`src/rtl/assert_macros.svh`:
```
// Assertion helpers, compiled out for synthesis.
`ifndef ASSERT_MACROS_SVH
`define ASSERT_MACROS_SVH
`ifndef SYNTHESIS
`define FGN_ASSERT(lbl, clk, rstn, prop, msg) \
	lbl: assert property (@(posedge clk) disable iff (!rstn) prop) else $error(msg);
`define FGN_ASSERT_NR(lbl, clk, prop, msg) \
	lbl: assert property (@(posedge clk) prop) else $error(msg);
`else
`define FGN_ASSERT(lbl, clk, rstn, prop, msg)
`define FGN_ASSERT_NR(lbl, clk, prop, msg)
`endif
`endif

```
`src/rtl/fgn_pkg.sv`:
```
`timescale 1ns / 1ps
package fgn_pkg;
	localparam int COORD_BITS      = 10;
	localparam int MAX_OCTAVES     = 16;
	localparam int SINE_TABLE_BITS = 10;
	localparam int OCT_BITS        = 4;
	localparam int POS_BITS        = COORD_BITS + 24;
	localparam int QBITS           = SINE_TABLE_BITS - 2;
	localparam int QUARTER         = 1 << QBITS;
	localparam int PIPE_DEPTH      = 20;

	localparam logic [31:0] HASH_A = 32'd3284157443;
	localparam logic [31:0] HASH_B = 32'd1911520717;
	localparam logic [31:0] HASH_C = 32'd2048419325;

	typedef enum logic [1:0] {
		REG_CELL_STEP     = 2'd0,
		REG_OCTAVE_COUNT  = 2'd1,
		REG_CONTRAST_GAIN = 2'd2,
		REG_HEIGHT_SCALE  = 2'd3
	} cfg_reg_t;

	typedef logic [16:0] qsin_tab_t [QUARTER+1];

	function automatic logic [31:0] rot16(input logic [31:0] v);
		return {v[15:0], v[31:16]};
	endfunction

	// quarter-wave sine, Q1.16, built at elaboration
	function automatic qsin_tab_t qsin_build();
		qsin_tab_t t;
		longint u, u2, p, s;
		for (int k = 0; k <= QUARTER; k++) begin
			u  = longint'(k) << (16 - QBITS);
			u2 = (u * u) >>> 16;
			p  = -307;
			p  = ((p * u2) >>> 16) + 5223;
			p  = ((p * u2) >>> 16) - 42335;
			p  = ((p * u2) >>> 16) + 102944;
			s  = (p * u) >>> 16;
			if (s < 0) s = 0;
			if (s > 65536) s = 65536;
			t[k] = 17'(s);
		end
		return t;
	endfunction

	localparam qsin_tab_t QSIN = qsin_build();

	function automatic logic signed [17:0] sine_val(input logic [SINE_TABLE_BITS-1:0] idx);
		logic [1:0] q;
		logic [QBITS:0] k;
		logic signed [17:0] s;
		q = idx[SINE_TABLE_BITS-1 -: 2];
		k = q[0] ? (QBITS+1)'(QUARTER) - {1'b0, idx[QBITS-1:0]} : {1'b0, idx[QBITS-1:0]};
		s = $signed({1'b0, QSIN[k]});
		return q[1] ? -s : s;
	endfunction
endpackage

```
`src/rtl/fgn_sum.sv`:
```
`timescale 1ns / 1ps
// Octave weighting, adder tree, gain, clip and scale: eight stages.
module fgn_sum (
	input  logic                   clk,
	input  logic signed [19:0]     value [fgn_pkg::MAX_OCTAVES],
	input  logic [4:0]             octave_count,
	input  logic [17:0]            contrast_gain,
	input  logic [23:0]            height_scale,
	output logic signed [24:0]     height
);
	localparam int N = fgn_pkg::MAX_OCTAVES;

	logic [4:0] cnt_sat;
	assign cnt_sat = (octave_count > 5'(N)) ? 5'(N) : octave_count;

	logic signed [39:0] term_s1 [16];
	logic signed [39:0] l1_s2 [8];
	logic signed [39:0] l2_s3 [4];
	logic signed [39:0] l3_s4 [2];
	logic signed [39:0] sum_s5;
	logic signed [58:0] prod_s6;
	logic signed [42:0] prod_s7;
	logic signed [26:0] gained;
	logic signed [17:0] clipped;

	always_ff @(posedge clk) begin
		for (int o = 0; o < 16; o++) begin
			if (o < N && 5'(o) < cnt_sat) begin
				term_s1[o] <= 40'(value[o % N]) <<< (16 - o);
			end else begin
				term_s1[o] <= '0;
			end
		end
		for (int k = 0; k < 8; k++) l1_s2[k] <= term_s1[2*k] + term_s1[2*k+1];
		for (int k = 0; k < 4; k++) l2_s3[k] <= l1_s2[2*k] + l1_s2[2*k+1];
		for (int k = 0; k < 2; k++) l3_s4[k] <= l2_s3[2*k] + l2_s3[2*k+1];
		sum_s5  <= l3_s4[0] + l3_s4[1];
		prod_s6 <= 59'(sum_s5) * 59'($signed({1'b0, contrast_gain}));
		prod_s7 <= 43'(clipped) * 43'($signed({1'b0, height_scale}));
		height  <= $signed(prod_s7[40:16]);
	end

	// clip gained sum to +-1.0
	assign gained = $signed(prod_s6[58:32]);
	always_comb begin
		if (gained > 27'sd65536) begin
			clipped = 18'sd65536;
		end else if (gained < -27'sd65536) begin
			clipped = -18'sd65536;
		end else begin
			clipped = 18'(gained);
		end
	end
endmodule

```
`config.mk`:
```
export PLATFORM = sky130hd
export DESIGN_NAME = fgn_sum
export DESIGN_NICKNAME = d
export VERILOG_FILES = /design/src/rtl/assert_macros.svh /design/src/rtl/fgn_pkg.sv /design/src/rtl/fgn_sum.sv
export SDC_FILE = /design/constraint.sdc
export NUM_CORES = 2
export LEC_CHECK = 0
export BUFFER_PORTS_ARGS = -buffer_cell sky130_fd_sc_hd__buf_2
export CAP_MARGIN = 20
export CORE_MARGIN = 4
export CORE_UTILIZATION = 65
export CTS_CLUSTER_SIZE = 10
export DETAILED_ROUTE_END_ITERATION = 6
export GPL_ROUTABILITY_DRIVEN = 0
export PLACE_DENSITY = 0.84
export SYNTH_ARGS = -nofsm -noshare
export SYNTH_HDL_FRONTEND = slang
export SYNTH_SLANG_ARGS = --single-unit
```
`constraint.sdc`:
```
create_clock -name clk -period 21.8 [get_ports clk]
set_input_delay 2.18 -clock clk [delete_from_list [all_inputs] [get_ports clk]]
set_output_delay 2.18 -clock clk [all_outputs]
set_load 0.05 [all_outputs]
```
## After elaboration in Yosys (flattened, before gate mapping)

Memories as Yosys holds them, arrays and structs flattened.
Cells that the tools add are included.

- Register bits: 165
- Memory bits (writable): 1184
- Input bits: 368
- Output and inout port bits: 25
- Logic and storage cells: 127
- Memories: 4

Memory list:

| memory | words | width | read ports | clocked after memory_dff | wr ports | RTL line | source |
|---|---|---|---|---|---|---|---|
| term_s1 | 16 | 39 | 16 | 0 | 16 | fgn_sum.sv:16 | `logic signed [39:0] term_s1 [16];` |
| l1_s2 | 8 | 40 | 8 | 0 | 8 | fgn_sum.sv:17 | `logic signed [39:0] l1_s2 [8];` |
| l2_s3 | 4 | 40 | 4 | 0 | 4 | fgn_sum.sv:18 | `logic signed [39:0] l2_s3 [4];` |
| l3_s4 | 2 | 40 | 2 | 0 | 2 | fgn_sum.sv:19 | `logic signed [39:0] l3_s4 [2];` |

- Add/sub/neg operators: 15
- Multiply operators: 2
- Magnitude comparators: 19
- Multiplexer cells: 67
- Bitwise gates (word level): 16

Operators by type and width:

| operator | number |
|---|---|
| 2-to-1 mux 39 bit | 16 |
| adder 40 bit | 15 |
| multiplier 40 x 19 -> 59 bit | 1 |
| 2-to-1 mux 1 bit | 48 |
| multiplier 18 x 25 -> 41 bit | 1 |
| less-than comparator 4 x 5 -> 1 bit, first input constant | 8 |
| 2-to-1 mux 18 bit | 2 |
| > comparator 27 x 18 -> 1 bit, second input constant | 1 |
| less-than comparator 27 x 17 -> 1 bit, second input constant | 1 |
| less-than comparator 3 x 5 -> 1 bit, first input constant | 4 |
| bitwise OR 1 bit | 16 |
| less-than comparator 1 x 5 -> 1 bit, first input constant | 2 |
| less-than comparator 2 x 5 -> 1 bit, first input constant | 2 |
| > comparator 5 bit, second input constant | 1 |
| 2-to-1 mux 5 bit | 1 |

## Logic depth before layout (Yosys ltp)

- Depth in word-level cells: 6
- Mapped depth: 32
- Gate-level depth less buffers: 31

## Least setup slack after synthesis

Ideal clock, no wire load.

- Kind: input to register
- Start: in height_scale[8]
- End: reg prod_s7[39]
- Library setup time: 0.121 ns
- Arrival: 8.562 ns
- Required time: 21.679 ns
- Path slack: 13.117 ns
- Stages: 26
- Cells stage by stage: buf_1 -> clkbuf_1 -> nand2_1 -> fa_1 -> inv_1 -> fa_1 -> inv_1 -> fa_1 -> inv_1 -> fa_1 -> fa_1 -> inv_1 -> fa_1 -> inv_1 -> ha_1 -> o21a_1 -> o21ai_0 -> and3_1 -> a21oi_4 -> a221oi_2 -> o22ai_4 -> a21o_4 -> o21a_4 -> a211oi_1 -> o21bai_2 -> xor2_1

- Cells in the longest elaborated chain, start to end: 1

RTL lines:

| item | RTL line | source |
|---|---|---|
| from (decl) | fgn_sum.sv:8 | `input logic [23:0] height_scale,` |
| multiplier 18 x 25 -> 41 bit | fgn_sum.sv:39 | `prod_s7 <= 43'(clipped) * 43'($signed({1'b0, height_scale}));` |
| to (signal assigned) | fgn_sum.sv:39 |  |
| to (decl) | fgn_sum.sv:22 | `logic signed [42:0] prod_s7;` |

Every way passes these cells.

## Worst setup path in the final report

- Start: reg prod_s6[33]
- End: reg prod_s7[39]

- Cells in the longest elaborated chain, start to end: 4
- Elaborated cells on any way between the ends: 5
- Those cells by class: 1 x mul; 2 x order compare; 2 x mux

RTL lines:

| item | RTL line | source |
|---|---|---|
| from (decl) | fgn_sum.sv:21 | `logic signed [58:0] prod_s6;` |
| from (signal assigned) | fgn_sum.sv:38 | `prod_s6 <= 59'(sum_s5) * 59'($signed({1'b0, contrast_gain}));` |
| less-than comparator 27 x 17 -> 1 bit | fgn_sum.sv:48 | `end else if (gained < -27'sd65536) begin` |
| 2-to-1 mux 18 bit | fgn_sum.sv:48 |  |
| 2-to-1 mux 18 bit * | fgn_sum.sv:46 | `if (gained > 27'sd65536) begin` |
| multiplier 18 x 25 -> 41 bit * | fgn_sum.sv:39 |  |

Mark *: on every way between the ends. The rest lies on a longest branch, timed or not.

==> results.sh <==
export IMPL_period_share_pct=41.8
export IMPL_grt_max_degree=40
export IMPL_dieArea_um2=118000
export IMPL_worst_setup_path_type="flop to flop"
export IMPL_hold_path_class="flop to flop"
export IMPL_fin_skew_ns=0.0385
export IMPL_slew_viol_final=0
export IMPL_violations="DRC"
export IMPL_routedWlPerCell_um=17.9
export IMPL_final_cell_mix="inv_1 (1280), fa_1 (1034), dfxtp_1 (894)"
export IMPL_syn_area_per_cell_um2=9.46
export IMPL_yosys_warnings=0
export IMPL_synth_cells=7744
export IMPL_critPathMaxFanout=23
export IMPL_layout_nets=10100
export IMPL_io_pins=393
export IMPL_relSlewSlack_pct=23.3
export IMPL_cts_sinks=894
export IMPL_netlist_area_um2=73300
export IMPL_route_detailed_drc=3
export IMPL_path_delay_family="adder cells"
export IMPL_cts_tree="built"
export IMPL_grt_pass1_wl_um=284000
export IMPL_ant_nets=0
export IMPL_worst_path_buf_inv=6
export IMPL_track_usage_pct=29.7
export IMPL_initial_core_util_pct=65.9
export IMPL_dp_hpwl_um=131000
export IMPL_setup_violations_final=0
export IMPL_htreeDepth=3
export IMPL_cts_setup_buffers=0
export IMPL_clkTransAtPathRegs_ns=0.05
export IMPL_ys_seq_elements=894
export IMPL_ys_seq_area_share_pct=24.4
export IMPL_status="complete, but fails checks"
export IMPL_postCtsHoldBufs=0
export IMPL_drv_cap=0
export IMPL_rsz0062_at_grt="false"
export IMPL_dieHeight_um=344
export IMPL_portBuffers=392
export IMPL_grt_ovfl_total=0
export IMPL_clk_path_buf_depth=3
export IMPL_firstDrtPassIters=7
export IMPL_drive_gt1_share_pct=7.74
export IMPL_fin_crit_ns=9.12
export IMPL_synthArstFlopShare_pct=0
export IMPL_wirelength_um=171000
export IMPL_ys_flop_type="dfxtp_1"
export IMPL_cts_resized=0
export IMPL_die_width_um=344
export IMPL_yosysUniqueCellTypes=79
export IMPL_drt_first_iter_violations=3394
export IMPL_numCtsBuffers=103
export IMPL_crit_path_frequent_cell="fa_1"
export IMPL_core_region_area_um2=111000
export IMPL_syn_nets=9782
export IMPL_critPathArrivalTime_ns=9.67
export IMPL_critPathRequiredTime_ns=22.35
export IMPL_n_fill_cell=7964
export IMPL_vias_per_cell=5.61
export IMPL_finalSetupTns_ns=0
export IMPL_rows=122
export IMPL_synth_edf_count=0
export IMPL_antenna_found_initial=5
export IMPL_layout_commonest_cell="inv_1"
export IMPL_grt_pass1_vias=58100
export IMPL_slowest_delay_ns=0.77
export IMPL_vias=53600
export IMPL_clock_latency_ns=0.69
export IMPL_worstSetupEndpointType="flop"
export IMPL_hold_violations=0
export IMPL_syn2layout_area_growth_pct=8.42
export IMPL_crit_path_top_delay_cell="nor2b_2"
export IMPL_worst_pin_slew_ns=1.15
export IMPL_cts_root_buffer="clkbuf_16"
export IMPL_cp_start_kind="flop"
export IMPL_fmax_ghz=0.110
logic make-up (layout without fill, tap and decap cells):
logic type      Yosys count  in the layout  synth area share, %
simple gates           2340           2340                 15.9
mux                       1              1               0.0137
buf+inv                1529           1847                 7.83
fa+ha+maj              1670           1670                 39.1
xor+xnor                347            347                 4.15
compound gates          963            963                 8.63
flops                   894            894                 24.4
other cells               0              5                    0
cells in the mapped netlist (92+ instances only):
library cell     n  share of area [%]
and2_1         572                4.9
ha_1           636                 11
a21o_1         137                1.4
a21oi_1        273                1.9
dfxtp_1        894                 24
nand2_1        853                4.4
inv_1         1280                6.6
nor2_1         279                1.4
nor2b_1        247                2.1
nor3_1          95               0.65
nand3_1         92               0.63
clkbuf_1       230                1.2
o21ai_0        191                1.3
fa_1          1034                 28
xnor2_1        264                3.2
through the flow:
step	cell area [um^2]	hold slack [ns]	cells	util, %	worst slack, ns
after global routing	79500	0.325	9555	71.4	12.28
after global placement	76500	0.310	9415	68.8	12.25
after floorplan	73300	0.310	7744	-	13.12
final	79500	0.321	9555	71.4	12.68
after detailed placement	76500	0.312	9415	68.8	12.17
after CTS	79400	0.320	9543	71.3	12.69
worst reg2reg max path: cells and delay by family (launching register included):
| family | cells | cell delay [ns] |
|---|---|---|
| adder cells (fa/ha/maj) | 7 | 3.40 |
| AO/OA/AOI/OAI | 11 | 2.88 |
| AND/OR/NAND/NOR | 4 | 1.78 |
| buffers and inverters | 6 | 0.46 |
| flip-flops | 1 | 0.35 |
| XOR/XNOR | 1 | 0.17 |
state kept, by name (all words and copies together), names as in the netlist:
register,flops
l3_s4,70
sum_s5,39
prod_s7,25
l2_s3,132
l1_s2,256
height,25
term_s1,320
prod_s6,27
layout make-up:
type	count	area [um^2]	share of cell area, %
clock buffers	115	2680	3.38
well taps	1488	1860	2.34
multi-input cells	5321	49700	62.5
clock inverters	13	190	0.239
inverters	1280	4800	6.05
repair buffers	439	2320	2.92
diodes	5	12.5	0.0157
flip-flops and latches	894	17900	22.5
final timing paths:
path / startpoint / endpoint / slack [ns] / cells past startpoint
max: prod_s6[33] / prod_s7[39] / 12.68 / 29
min: prod_s7[32] / height[16] / 0.32 / 0
max reg2reg: prod_s6[33] / prod_s7[39] / 12.68 / 29
min reg2reg: prod_s7[32] / height[16] / 0.32 / 0
layer usage:
metal | GRT usage (%) | share of wire (%) | routed length (um) | vias up
met5 | 0 | 0 | 0 | -
met4 | 13.4 | 4.9 | 8410 | 0
met3 | 5.42 | 7.8 | 13300 | 537
met2 | 52.4 | 50 | 85200 | 2233
met1 | 35.6 | 37 | 64000 | 26100
li1 | - | - | - | 24700
Power is left out: the tool's default activity adds up to more than one toggle a clock period on the data nets, which glitch-free logic cannot reach.
